### config.mk
export PLATFORM = sky130hd
export DESIGN_NAME = tagged_object_stream_tokenizer_unit
export DESIGN_NICKNAME = d
export VERILOG_FILES = /design/src/sv/tost_pkg.sv /design/src/sv/tost_parser.sv /design/src/sv/tagged_object_stream_tokenizer_unit.sv
export SDC_FILE = /design/constraint.sdc
export NUM_CORES = 1
export LEC_CHECK = 0
export BUFFER_PORTS_ARGS = -buffer_cell sky130_fd_sc_hd__buf_4
export CAP_MARGIN = 20
export CORE_ASPECT_RATIO = 0.6
export CORE_MARGIN = 5
export CORE_UTILIZATION = 48
export CTS_BUF_LIST = sky130_fd_sc_hd__clkbuf_4 sky130_fd_sc_hd__clkbuf_8 sky130_fd_sc_hd__clkbuf_16
export DETAILED_ROUTE_END_ITERATION = 8
export GPL_ROUTABILITY_DRIVEN = 1
export PLACE_DENSITY = 0.74
export SETUP_SLACK_MARGIN = 0.1
export SLEW_MARGIN = 20
export SYNTH_ARGS = -nofsm -noshare
export SYNTH_HDL_FRONTEND = slang
export SYNTH_SLANG_ARGS = --single-unit
export TNS_END_PERCENT = 20
### constraint.sdc
create_clock -name clk -period 8.5 [get_ports clk]
set_input_delay 0.85 -clock clk [delete_from_list [all_inputs] [get_ports clk]]
set_output_delay 0.85 -clock clk [all_outputs]
set_load 0.01 [all_outputs]
### src/sv/tost_pkg.sv
// ----------------------------------------------------------------------------
// tost_pkg
// Types, constants and helpers shared by the tagged object stream tokenizer.
// ----------------------------------------------------------------------------
package tost_pkg;

  localparam int LENGTH_BITS  = 32;
  localparam int HEADER_BYTES = 8;
  localparam int HDR_IDX_W    = $clog2(HEADER_BYTES);
  localparam int MAX_EXT_N    = LENGTH_BITS / 8;
  localparam int EXT_BITS     = MAX_EXT_N * 8;
  localparam int REM_W        = EXT_BITS + 1;

  typedef struct packed {
    logic [7:0] data_byte;
    logic       first_byte;
    logic       last_byte;
  } in_item_t;

  typedef struct packed {
    logic [2:0]  byte_role;
    logic [7:0]  object_tag;
    logic        object_start;
    logic        object_end;
    logic [63:0] decoded_value;
    logic        value_valid;
    logic [31:0] byte_offset;
    logic [2:0]  error_code;
  } out_item_t;

  typedef enum logic [6:0] {
    PH_HEADER  = 7'b0000001,
    PH_TAG     = 7'b0000010,
    PH_EXT_TAG = 7'b0000100,
    PH_EXT_LEN = 7'b0001000,
    PH_OFFSET  = 7'b0010000,
    PH_PAYLOAD = 7'b0100000,
    PH_DONE    = 7'b1000000
  } phase_t;

  typedef enum logic [2:0] {
    ROLE_HEADER  = 3'd0,
    ROLE_TAG     = 3'd1,
    ROLE_EXT_TAG = 3'd2,
    ROLE_EXT_LEN = 3'd3,
    ROLE_OFFSET  = 3'd4,
    ROLE_PAYLOAD = 3'd5,
    ROLE_IGNORED = 3'd6
  } role_t;

  typedef enum logic [2:0] {
    ERR_NONE      = 3'd0,
    ERR_HEADER    = 3'd1,
    ERR_NOT_INT   = 3'd2,
    ERR_TOO_WIDE  = 3'd3,
    ERR_TRUNCATED = 3'd4
  } err_t;

  localparam logic [7:0] TAG_INT32   = 8'h22;
  localparam logic [7:0] TAG_UINT64  = 8'h23;
  localparam logic [7:0] TAG_FLOAT   = 8'hf0;
  localparam logic [7:0] TAG_FALSE   = 8'hb0;
  localparam logic [7:0] TAG_TRUE    = 8'hc0;
  localparam logic [7:0] TAG_NULL    = 8'he0;
  localparam logic [7:0] TAG_ARRAY   = 8'ha0;
  localparam logic [7:0] TAG_DICT    = 8'hd0;
  localparam logic [3:0] NIB_EXT     = 4'hf;
  localparam logic [3:0] NIB_INT     = 4'h1;
  localparam logic [3:0] NIB_UTF16   = 4'h6;

  // "bplist16"
  function automatic logic [7:0] magic_byte(input logic [HDR_IDX_W-1:0] idx);
    logic [7:0] b;
    case (idx)
      3'd0:    b = 8'h62;
      3'd1:    b = 8'h70;
      3'd2:    b = 8'h6c;
      3'd3:    b = 8'h69;
      3'd4:    b = 8'h73;
      3'd5:    b = 8'h74;
      3'd6:    b = 8'h31;
      3'd7:    b = 8'h36;
      default: b = 8'h00;
    endcase
    return b;
  endfunction

endpackage

### src/sv/tost_parser.sv
// ----------------------------------------------------------------------------
// tost_parser
// Parse state and per-byte classification. Computes the result for the
// presented item and updates state when the item is accepted.
// ----------------------------------------------------------------------------
module tost_parser (
  input  logic                clk,
  input  logic                rst_n,
  input  logic                accept,
  input  tost_pkg::in_item_t  item,
  output tost_pkg::out_item_t res
);

  tost_pkg::phase_t                 phase_r, phase_nxt, phase_e;
  logic [tost_pkg::HDR_IDX_W-1:0]   hdr_r, hdr_nxt, hdr_e;
  logic [tost_pkg::REM_W-1:0]       rem_r, rem_nxt, rem_dec;
  logic [7:0]                       tag_r, tag_nxt;
  logic [63:0]                      acc_r, acc_nxt, acc_ins;
  logic [2:0]                       cnt_r, cnt_nxt;
  logic [2:0]                       idx_r, idx_nxt;
  logic [31:0]                      pos_r, pos_nxt, pos_e;
  tost_pkg::err_t                   err_r, err_nxt, err_e;
  logic                             clr;
  logic [7:0]                       b;
  logic [3:0]                       nib;

  assign b       = item.data_byte;
  assign nib     = b[3:0];
  assign clr     = item.first_byte || (phase_r == tost_pkg::PH_DONE);
  assign phase_e = clr ? tost_pkg::PH_HEADER : phase_r;
  assign hdr_e   = clr ? '0 : hdr_r;
  assign pos_e   = clr ? '0 : pos_r;
  assign err_e   = clr ? tost_pkg::ERR_NONE : err_r;
  assign acc_ins = acc_r | ({56'd0, b} << {idx_r, 3'b000});
  assign rem_dec = (rem_r != '0) ? rem_r - tost_pkg::REM_W'(1) : rem_r;

  always_comb begin
    phase_nxt = phase_e;
    hdr_nxt   = hdr_e;
    rem_nxt   = rem_r;
    tag_nxt   = tag_r;
    acc_nxt   = acc_r;
    cnt_nxt   = cnt_r;
    idx_nxt   = idx_r;
    pos_nxt   = pos_e + 32'd1;
    err_nxt   = err_e;

    res               = '0;
    res.byte_role     = tost_pkg::ROLE_IGNORED;
    res.byte_offset   = pos_e;

    if (err_e == tost_pkg::ERR_NONE) begin
      case (phase_e)
        tost_pkg::PH_HEADER: begin
          res.byte_role = tost_pkg::ROLE_HEADER;
          if (b != tost_pkg::magic_byte(hdr_e)) begin
            err_nxt = tost_pkg::ERR_HEADER;
          end else if (hdr_e == tost_pkg::HDR_IDX_W'(tost_pkg::HEADER_BYTES - 1)) begin
            hdr_nxt   = '0;
            phase_nxt = tost_pkg::PH_TAG;
          end else begin
            hdr_nxt = hdr_e + tost_pkg::HDR_IDX_W'(1);
          end
        end
        tost_pkg::PH_TAG: begin
          res.byte_role    = tost_pkg::ROLE_TAG;
          res.object_start = 1'b1;
          res.object_tag   = b;
          tag_nxt          = b;
          if (b == tost_pkg::TAG_ARRAY || b == tost_pkg::TAG_DICT) begin
            acc_nxt   = '0;
            idx_nxt   = '0;
            phase_nxt = tost_pkg::PH_OFFSET;
          end else if (b == tost_pkg::TAG_INT32) begin
            res.decoded_value = 64'd4;
            res.value_valid   = 1'b1;
            rem_nxt           = tost_pkg::REM_W'(4);
            phase_nxt         = tost_pkg::PH_PAYLOAD;
          end else if (b == tost_pkg::TAG_UINT64 || b == tost_pkg::TAG_FLOAT) begin
            res.decoded_value = 64'd8;
            res.value_valid   = 1'b1;
            rem_nxt           = tost_pkg::REM_W'(8);
            phase_nxt         = tost_pkg::PH_PAYLOAD;
          end else if (b == tost_pkg::TAG_FALSE || b == tost_pkg::TAG_TRUE ||
                       b == tost_pkg::TAG_NULL) begin
            res.value_valid = 1'b1;
            res.object_end  = 1'b1;
          end else if (nib == tost_pkg::NIB_EXT) begin
            phase_nxt = tost_pkg::PH_EXT_TAG;
          end else begin
            res.decoded_value = {60'd0, nib};
            res.value_valid   = 1'b1;
            if (nib == 4'd0) begin
              res.object_end = 1'b1;
            end else begin
              rem_nxt   = (b[7:4] == tost_pkg::NIB_UTF16) ?
                          tost_pkg::REM_W'({nib, 1'b0}) : tost_pkg::REM_W'(nib);
              phase_nxt = tost_pkg::PH_PAYLOAD;
            end
          end
        end
        tost_pkg::PH_EXT_TAG: begin
          res.byte_role  = tost_pkg::ROLE_EXT_TAG;
          res.object_tag = tag_r;
          if (b[7:4] != tost_pkg::NIB_INT) begin
            err_nxt = tost_pkg::ERR_NOT_INT;
          end else if (nib > 4'(tost_pkg::MAX_EXT_N)) begin
            err_nxt = tost_pkg::ERR_TOO_WIDE;
          end else if (nib == 4'd0) begin
            res.value_valid = 1'b1;
            res.object_end  = 1'b1;
            phase_nxt       = tost_pkg::PH_TAG;
          end else begin
            acc_nxt   = '0;
            cnt_nxt   = nib[2:0];
            idx_nxt   = '0;
            phase_nxt = tost_pkg::PH_EXT_LEN;
          end
        end
        tost_pkg::PH_EXT_LEN: begin
          res.byte_role  = tost_pkg::ROLE_EXT_LEN;
          res.object_tag = tag_r;
          acc_nxt        = acc_ins;
          idx_nxt        = idx_r + 3'd1;
          cnt_nxt        = (cnt_r != '0) ? cnt_r - 3'd1 : cnt_r;
          if (cnt_nxt == '0) begin
            res.decoded_value = acc_ins;
            res.value_valid   = 1'b1;
            if (acc_ins[tost_pkg::EXT_BITS-1:0] == '0) begin
              res.object_end = 1'b1;
              phase_nxt      = tost_pkg::PH_TAG;
            end else begin
              rem_nxt   = (tag_r[7:4] == tost_pkg::NIB_UTF16) ?
                          {acc_ins[tost_pkg::EXT_BITS-1:0], 1'b0} :
                          {1'b0, acc_ins[tost_pkg::EXT_BITS-1:0]};
              phase_nxt = tost_pkg::PH_PAYLOAD;
            end
          end
        end
        tost_pkg::PH_OFFSET: begin
          res.byte_role  = tost_pkg::ROLE_OFFSET;
          res.object_tag = tag_r;
          acc_nxt        = acc_ins;
          idx_nxt        = idx_r + 3'd1;
          if (idx_r == 3'd7) begin
            res.decoded_value = acc_ins;
            res.value_valid   = 1'b1;
            res.object_end    = 1'b1;
            phase_nxt         = tost_pkg::PH_TAG;
          end
        end
        tost_pkg::PH_PAYLOAD: begin
          res.byte_role  = tost_pkg::ROLE_PAYLOAD;
          res.object_tag = tag_r;
          rem_nxt        = rem_dec;
          if (rem_dec == '0) begin
            res.object_end = 1'b1;
            phase_nxt      = tost_pkg::PH_TAG;
          end
        end
        default: begin
          phase_nxt = tost_pkg::PH_HEADER;
        end
      endcase

      if (item.last_byte && err_nxt == tost_pkg::ERR_NONE) begin
        if (phase_nxt == tost_pkg::PH_HEADER) begin
          err_nxt = tost_pkg::ERR_HEADER;
        end else if (phase_nxt != tost_pkg::PH_TAG) begin
          err_nxt = tost_pkg::ERR_TRUNCATED;
        end else if (pos_e == 32'(tost_pkg::HEADER_BYTES - 1)) begin
          err_nxt = tost_pkg::ERR_TRUNCATED;
        end
      end
    end

    if (item.last_byte) begin
      phase_nxt = tost_pkg::PH_DONE;
    end
    res.error_code = err_nxt;
  end

  always_ff @(posedge clk) begin
    if (!rst_n) begin
      phase_r <= tost_pkg::PH_HEADER;
      hdr_r   <= '0;
      rem_r   <= '0;
      tag_r   <= '0;
      acc_r   <= '0;
      cnt_r   <= '0;
      idx_r   <= '0;
      pos_r   <= '0;
      err_r   <= tost_pkg::ERR_NONE;
    end else if (accept) begin
      phase_r <= phase_nxt;
      hdr_r   <= hdr_nxt;
      rem_r   <= rem_nxt;
      tag_r   <= tag_nxt;
      acc_r   <= acc_nxt;
      cnt_r   <= cnt_nxt;
      idx_r   <= idx_nxt;
      pos_r   <= pos_nxt;
      err_r   <= err_nxt;
    end
  end

endmodule

### src/sv/tagged_object_stream_tokenizer_unit.sv
// ----------------------------------------------------------------------------
// tagged_object_stream_tokenizer_unit
// Byte-serial tokenizer for tagged-object messages with an 8-byte header.
// Each accepted byte's result item is registered, in the skid register if the output is held.
// Throughput: 1 item per cycle while in_stall is low, set by the parse state update per accepted byte.
// A skid register keeps input acceptance going while one result waits.
// Reset (synchronous, active low) returns to header phase with no error.
// ----------------------------------------------------------------------------
module tagged_object_stream_tokenizer_unit (
  input  logic                clk,
  input  logic                rst_n,
  input  logic                in_valid,
  output logic                in_stall,
  input  tost_pkg::in_item_t  in_item,
  output logic                out_valid,
  input  logic                out_stall,
  output tost_pkg::out_item_t out_item
);

  tost_pkg::out_item_t res;
  tost_pkg::out_item_t out_r, skid_r;
  logic                out_valid_r, skid_valid_r;
  logic                accept, out_fire;

  assign in_stall  = skid_valid_r;
  assign accept    = in_valid && !skid_valid_r;
  assign out_fire  = out_valid_r && !out_stall;
  assign out_valid = out_valid_r;
  assign out_item  = out_r;

  tost_parser u_parser (
    .clk    (clk),
    .rst_n  (rst_n),
    .accept (accept),
    .item   (in_item),
    .res    (res)
  );

  always_ff @(posedge clk) begin
    if (!rst_n) begin
      out_valid_r  <= 1'b0;
      skid_valid_r <= 1'b0;
    end else if (skid_valid_r) begin
      if (out_fire) begin
        skid_valid_r <= 1'b0;
      end
    end else if (accept) begin
      if (!out_valid_r || out_fire) begin
        out_valid_r <= 1'b1;
      end else begin
        skid_valid_r <= 1'b1;
      end
    end else if (out_fire) begin
      out_valid_r <= 1'b0;
    end
  end

  always_ff @(posedge clk) begin
    if (skid_valid_r) begin
      if (out_fire) begin
        out_r <= skid_r;
      end
    end else if (accept) begin
      if (!out_valid_r || out_fire) begin
        out_r <= res;
      end else begin
        skid_r <= res;
      end
    end
  end

endmodule

==> impl_metrics.json, run 1 <==
{
  "status": "complete, no violations",
  "finalPower_mw": 4.058,
  "clkLatencyLatePin_ns": 0.55,
  "cts_sinks": 384,
  "fin_util_pct": 55.52,
  "arrival_ns": 4.94,
  "first_pass_iters": 6,
  "layout_commonest_cell": "nor2_1",
  "cellLeakagePower_nw": 7.465,
  "cts_buffer_depth": 3,
  "final_hold_viol_count": 0,
  "syn-num-nets": 1908,
  "synthAdderAreaFrac_pct": 0.8866,
  "final_nets": 1959,
  "ir_drop_v": 0.0001222,
  "wl_per_cell_um": 20.08,
  "powerDensity_nw_per_um2": 193.8,
  "synth_flop_cell": "edfxtp_1",
  "portBuffers": 128,
  "synth_edf_count": 226,
  "criticalPathCategory": "flop to flop",
  "hp-start": "u_parser.pos_r[1]",
  "rsz0062_at_grt": "no",
  "drtAntennaViolNets": 0,
  "antenna_found_initial": 0,
  "synth_compound_area_share_pct": 16.28,
  "relSlewSlack_pct": 27.56,
  "ys_warn_count": 0,
  "area_growth_pct": 14.12,
  "final_cell_mix": "nor2_1 (275), edfxtp_1 (226), nand2_1 (210), dfxtp_1 (157), a21oi_1 (151)",
  "routabilityCongestion": 0.9118,
  "clockRootBuffer": "clkbuf_16",
  "synth_cells": 1881,
  "ff2ff_setup_slack_ns": 3.97,
  "antenna_cells": 0,
  "crit_start": "u_parser.rem_r[12]",
  "drc": 0,
  "cts_hold_buf": 0,
  "skew_ns": 0.02437,
  "yosysSeqAreaShare_pct": 54.23,
  "hold_path.class": "flop to flop",
  "worst_slew_pin_slew_ns": 1.082,
  "grt_pass1_wl_mm": 78.26,
  "period_needed_ns": 4.529,
  "grt_max_degree": 99,
  "holdPathEnd": "u_parser.pos_r[1]",
  "ctsResizeCount": 0,
  "std_cell_rows": 55,
  "wirelength_mm": 49.67,
  "syn_area_um2": 18350,
  "cts_made_buffers": 38,
  "finalSetupViolCount": 0,
  "fin_cells": 2474,
  "synthXorXnorAreaFrac_pct": 1.814,
  "clock.fmax_ghz": 0.2208,
  "die_y_um": 161.4,
  "rr_startpoint": "u_parser.rem_r[12]",
  "fin_hold_ws_ns": 0.4826,
  "async_reset_ff_share_pct": 0,
  "vias": 14910,
  "synth_top_family_by_area": "simple AND/OR/NAND/NOR gates",
  "grt-ovfl-total": 0,
  "finalSetupTns_ns": 0,
  "cts_tree": "done",
  "synthMuxAreaShare_pct": 4.031,
  "dp_cells": 2404,
  "die_w_um": 262.4,
  "cts.htree.levels": 2,
  "grt.total_usage_pct": 22.30,
  "end_kind": "flop",
  "reg2reg_to": "out_item[100]",
  "period_share_pct": 53.28,
  "initial_core_util_pct": 48.65,
  "post_cts_buffers": 0,
  "drt_iter0_drc": 1981,
  "vias_per_cell": 6.027,
  "ys_ff_latch": 384,
  "cp_max_fo": 11,
  "slew_viol_final": 0,
  "dp_hpwl_mm": 33.48,
  "cp_data_required_time_ns": 8.91,
  "core_um2": 37710,
  "maxCapViolations": 0,
  "die_area_um2": 42360,
  "reg2regPathDepth": 9,
  "grt_pass1_vias": 13825,
  "path_clk_slew_ns": 0.06,
  "io_pins": 129,
  "synth_simple_gate_area_share_pct": 19.33,
  "startpoint_type": "flop",
  "ys_types": 74,
  "syn_avg_cell_area_um2": 9.754,
  "whs_path_depth": 2,
  "drive_gt1_share_pct": 14.64
}
-- state kept, by name, summed over array words and instances, names as in the netlist --
name / count
out_item: 113
in_stall: 1
u_parser.pos_r: 32
u_parser.tag_r: 8
out_valid: 1
u_parser.idx_r: 3
u_parser.err_r: 3
u_parser.acc_r: 64
u_parser.cnt_r: 3
u_parser.phase_r: 7
skid_r: 113
u_parser.rem_r: 33
u_parser.hdr_r: 3
-- routing by layer --
metal  share of wire, %  track usage (%)
met1                 47            34.61
met2                 42            32.53
met3                9.3            4.720
met4                1.4            3.942
met5                  0                0
-- where the power goes --
part           switching, mW  internal, mW
clock                  0.735          1.00
combinational          0.160        0.0965
sequential            0.0273          2.03
-- kinds of logic (layout without fill, tap and decap cells) --
| group | Yosys count | in the layout |
|---|---|---|
| and+or+nand+nor | 753 | 753 |
| AOI/OAI and AO/OA | 461 | 461 |
| DFF | 384 | 384 |
| buffers and inverters | 164 | 244 |
| muxes | 68 | 68 |
| xor gates and xnor gates | 38 | 38 |
| adders and majority gates | 13 | 13 |
-- stage by stage --
stage / setup slack [ns] / area, µm²
2_1_floorplan: 1.174 / 18350
3_3_place_gp: 3.746 / 19630
3_5_place_dp: 3.652 / 19640
4_1_cts: 4.087 / 20920
5_1_grt: 3.765 / 20940
6_report: 3.971 / 20940
-- how the worst max path moves through the flow --
| stage | end | slack [ns] | depth (start not counted) |
|---|---|---|---|
| 2_1_floorplan | out_item[0] | 1.17 | 5 |
| 3_3_place_gp | u_parser.acc_r[37] | 3.75 | 9 |
| 3_5_place_dp | u_parser.acc_r[35] | 3.65 | 9 |
| 4_1_cts | out_item[100] | 4.09 | 12 |
| 5_1_grt | out_item[100] | 3.76 | 9 |
| 6_report | out_item[100] | 3.97 | 9 |
-- cell type report --
cell class	instances	area, µm²
clock inverters	22	239.0
multi-input cells	1333	7831
fillers	3268	16770
flip-flops and latches	384	9953
clock buffers	47	1042
well taps	513	641.9
repair buffers	150	1134
inverters	25	96.34
-- synth_stat cells, drive strengths merged, types with 5 or more instances --
cell	instances	share of area, %
nor2b	20	0.68
nand2	211	4.3
clkbuf	126	2.6
a21o	9	0.37
nand2b	6	0.20
buf	13	0.34
nor3	33	0.90
nand3	33	0.90
or2	5	0.17
nand4	23	0.82
nor2	275	5.6
o31ai	70	2.9
a21oi	151	4.1
a2bb2oi	26	1.2
or3	10	0.34
a22oi	54	2.2
a22o	12	0.57
dfxtp	158	17
or4	12	0.53
and3	19	0.65
xnor2	17	0.81
mux2	47	2.9
edfxtp	226	37
ha	13	0.89
a31oi	11	0.38
o21a	7	0.29
mux2i	21	1.1
o21ai	73	2.0
o22ai	7	0.24
a211oi	5	0.23
xor2	21	1.0
o32ai	7	0.33
inv	25	0.51
nor4	29	1.1
and2	47	1.6
nor4b	8	0.46
nor3b	5	0.20
-- worst max-delay path: stages, from the launching register on --
cell	delay, ns
dfxtp_1	0.45
nor4_1	0.82
nand4_1	0.59
o41a_1	0.56
a2111oi_0	0.51
nand3_1	0.21
nor4_4	0.41
nand4_2	0.29
a211oi_2	0.36
mux2_1	0.19
(Power assumes the default switching activity.)
==> inputs of run 2 (changes only) <==
ABC_AREA = 1   (was unset)
PLACE_DENSITY = 0.76   (was 0.74)
clock period = 3.7 ns   (was 8.5 ns; I/O delays follow)
==> run 2 against run 1 <==
Net effect:
- final area is 5.9% higher
- critical path depth is 9 higher
- register-to-register slack worse by 3.7 ns
- routed wire length is 18% higher
- cell count is 24% higher
- power is 140% higher
==> impl_metrics.json, run 2 <==
{
  "synth_simple_gate_area_share_pct": 24.66,
  "critPathSlowestCell": "dfxtp_1",
  "cp_max_fo": 26,
  "finalPower_mw": 9.785,
  "area_growth_pct": 15.20,
  "synth_top_family_by_area": "simple AND/OR/NAND/NOR gates",
  "cts_sinks": 384,
  "drive_gt1_share_pct": 11.93,
  "drtAntennaViolNets": 0,
  "post_cts_buffers": 0,
  "synth_top_cell_by_area": "edfxtp_1",
  "synth_commonest_cells": "nor2_1 (558), nand2_1 (350), inv_1 (273), edfxtp_1 (226), o21ai_0 (172)",
  "holdPathEnd": "in_stall",
  "grt_pass1_wl_mm": 91.06,
  "clkLatencyLatePin_ns": 0.57,
  "arrival_ns": 3.96,
  "path_clk_slew_ns": 0.07,
  "cts_tree": "done",
  "maxCapViolations": 0,
  "whs_path_depth": 3,
  "synth_most_common_cell": "nor2_1",
  "reg2regPathDepth": 18,
  "vias_per_cell": 5.664,
  "syn_avg_cell_area_um2": 7.967,
  "ys_types": 55,
  "clockRootBuffer": "clkbuf_16",
  "relSlewSlack_pct": 32.63,
  "end_kind": "flop",
  "std_cell_rows": 56,
  "core_um2": 39310,
  "reg2reg_to": "u_parser.phase_r[0]",
  "hold_path.class": "input pin to flop",
  "routabilityCongestion": 0.9968,
  "antenna_cells": 0,
  "syn_area_um2": 19260,
  "synth_flop_cell": "edfxtp_1",
  "die_area_um2": 44350,
  "period_share_pct": 93.74,
  "startpoint_type": "flop",
  "synthMuxAreaShare_pct": 0.4159,
  "layout_commonest_cell": "nor2_1",
  "status": "complete, no violations",
  "multi_input_area_um2": 7744,
  "rsz0062_at_grt": "yes",
  "netlist.area_leader.share_pct": 35.24,
  "cts_buffer_depth": 3,
  "dp_slack_ns": 0.3792,
  "drt_iter0_drc": 2457,
  "grt-ovfl-total": 0,
  "initial_core_util_pct": 48.99,
  "slowest_delay_ns": 0.47,
  "vias": 17395,
  "cts_made_buffers": 37,
  "ys_ff_latch": 384,
  "first_pass_iters": 8,
  "hp-start": "out_stall",
  "design_area_um2": 22180,
  "fillerInstances": 3568,
  "cts.htree.levels": 2,
  "clock.fmax_ghz": 0.2883,
  "regArea_um2": 9953,
  "die_w_um": 268.6,
  "fin_hold_ws_ns": 0.1760,
  "skew_ns": 0.02948,
  "io_pins": 129,
  "ir_drop_v": 0.0002353,
  "finalSetupViolCount": 0,
  "yosysSeqAreaShare_pct": 51.67,
  "synth_edf_count": 226,
  "grt_max_degree": 91,
  "dp_hpwl_mm": 42.93,
  "synth_compound_area_share_pct": 12.70,
  "async_reset_ff_share_pct": 0,
  "final_cell_mix": "nor2_1 (557), nand2_1 (349), inv_1 (274), edfxtp_1 (226), buf_4 (175)",
  "cellLeakagePower_nw": 8.990,
  "fin_cells": 3071,
  "drc": 0,
  "wl_per_cell_um": 19.16,
  "dp_cells": 3003,
  "cp_data_required_time_ns": 4.19,
  "period_needed_ns": 3.469,
  "synthXorXnorAreaFrac_pct": 1.365,
  "synth_area_leaders": "edfxtp_1 (35%), dfxtp_1 (16%), nor2_1 (11%), nand2_1 (6.8%), inv_1 (5.3%)",
  "grt.total_usage_pct": 26.06,
  "final_nets": 2547,
  "criticalPathCategory": "flop to flop",
  "die_y_um": 165.1,
  "syn-num-nets": 2444,
  "slew_viol_final": 0,
  "crit_buf_inv": 4,
  "final_hold_viol_count": 0,
  "synth_cells": 2417,
  "rr_startpoint": "u_parser.phase_r[3]",
  "path_cells": "inv_2 > nand2_1 > nor2_2 > nand2_4 > nand2_4 > inv_4 > nand2_4 > nand2_1 > inv_2 > nand3b_4 > inv_1 > nor2_1 > nand2_1 > nor3_2 > nor2_1 > a21oi_1 > o21ai_0 > o211ai_1",
  "finalSetupTns_ns": 0,
  "powerDensity_nw_per_um2": 441.1,
  "antenna_found_initial": 1,
  "fin_util_pct": 56.43,
  "setup_ws_ns": 0.2315,
  "worst_slew_pin_slew_ns": 1.011,
  "synthAdderAreaFrac_pct": 0.8447,
  "placedInstanceArea_um2": 20840,
  "grt_pass1_vias": 15798,
  "wirelength_mm": 58.85,
  "ff2ff_setup_slack_ns": 0.23,
  "ys_warn_count": 0,
  "portBuffers": 128,
  "crit_family": "simple AND/OR/NAND/NOR gates"
}
[run 2: cell count changes after synthesis, moves of 26 or more]
cell,change
a2bb2oi_1,-26
and2_1,-46
clkbuf_1,-53
inv_1,+248
mux2_2,-46
nand2_1,+139
nand3_1,+38
nor2_1,+283
nor3_1,+40
o21ai_0,+102
o31ai_1,-62
[run 2: logic make-up (layout without fill, tap and decap cells)]
group / after synthesis / count (layout)
DFF: 384 / 384
adders and majority gates: 13 / 13
muxes: 8 / 8
xor gates and xnor gates: 30 / 30
AOI/OAI and AO/OA: 440 / 440
and+or+nand+nor: 1134 / 1134
buffers and inverters: 408 / 540
[run 2: routing by layer]
metal / global-route usage, % / part of all wire [%] / up-vias
met5: 0 / 0 / -
li1: - / - / 8167
met3: 8.959 / 14 / 75
met2: 34.26 / 39 / 973
met4: 4.096 / 1.3 / 0
met1: 41.54 / 46 / 8180
[run 2: worst max path at each step]
stage / start / endpoint / slack (ns) / depth (start not counted)
final: u_parser.phase_r[3] / u_parser.phase_r[0] / 0.23 / 18
after global routing: u_parser.phase_r[1] / u_parser.phase_r[0] / 0.03 / 18
after CTS: u_parser.phase_r[2] / out_item[39] / 0.39 / 18
after detailed placement: in_item[1] / u_parser.phase_r[0] / 0.38 / 16
after global placement: in_item[1] / u_parser.phase_r[0] / 0.37 / 16
after floorplan: in_stall / skid_r[0] / -0.91 / 6
[run 2: final cells by class]
cell class / count / area share (%)
multi-input cells: 1625 / 34.91
flip-flops and latches: 384 / 44.87
repair buffers: 179 / 6.284
inverters: 293 / 4.969
clock buffers: 44 / 4.439
well taps: 522 / 2.944
clock inverters: 24 / 1.585
[run 2: power by group]
group          switching, mW  internal [mW]  total [mW]
Clock                   1.76           2.43        4.19
Sequential            0.0460           4.64        4.69
Combinational          0.610          0.298       0.909
Total                   2.41           7.37        9.79
[run 2: what timing repair did]
| item | CTS | global route |
|---|---|---|
| hold buffers | 0 | 0 |
| gates resized for setup | 0 | 3 |
| setup endpoints to repair | 0 | 11 |
[run 2: worst min-delay path, cell delays in order]
cell and delay (ns):
buf_4 0.11, o21ai_0 0.08, a21oi_1 0.13
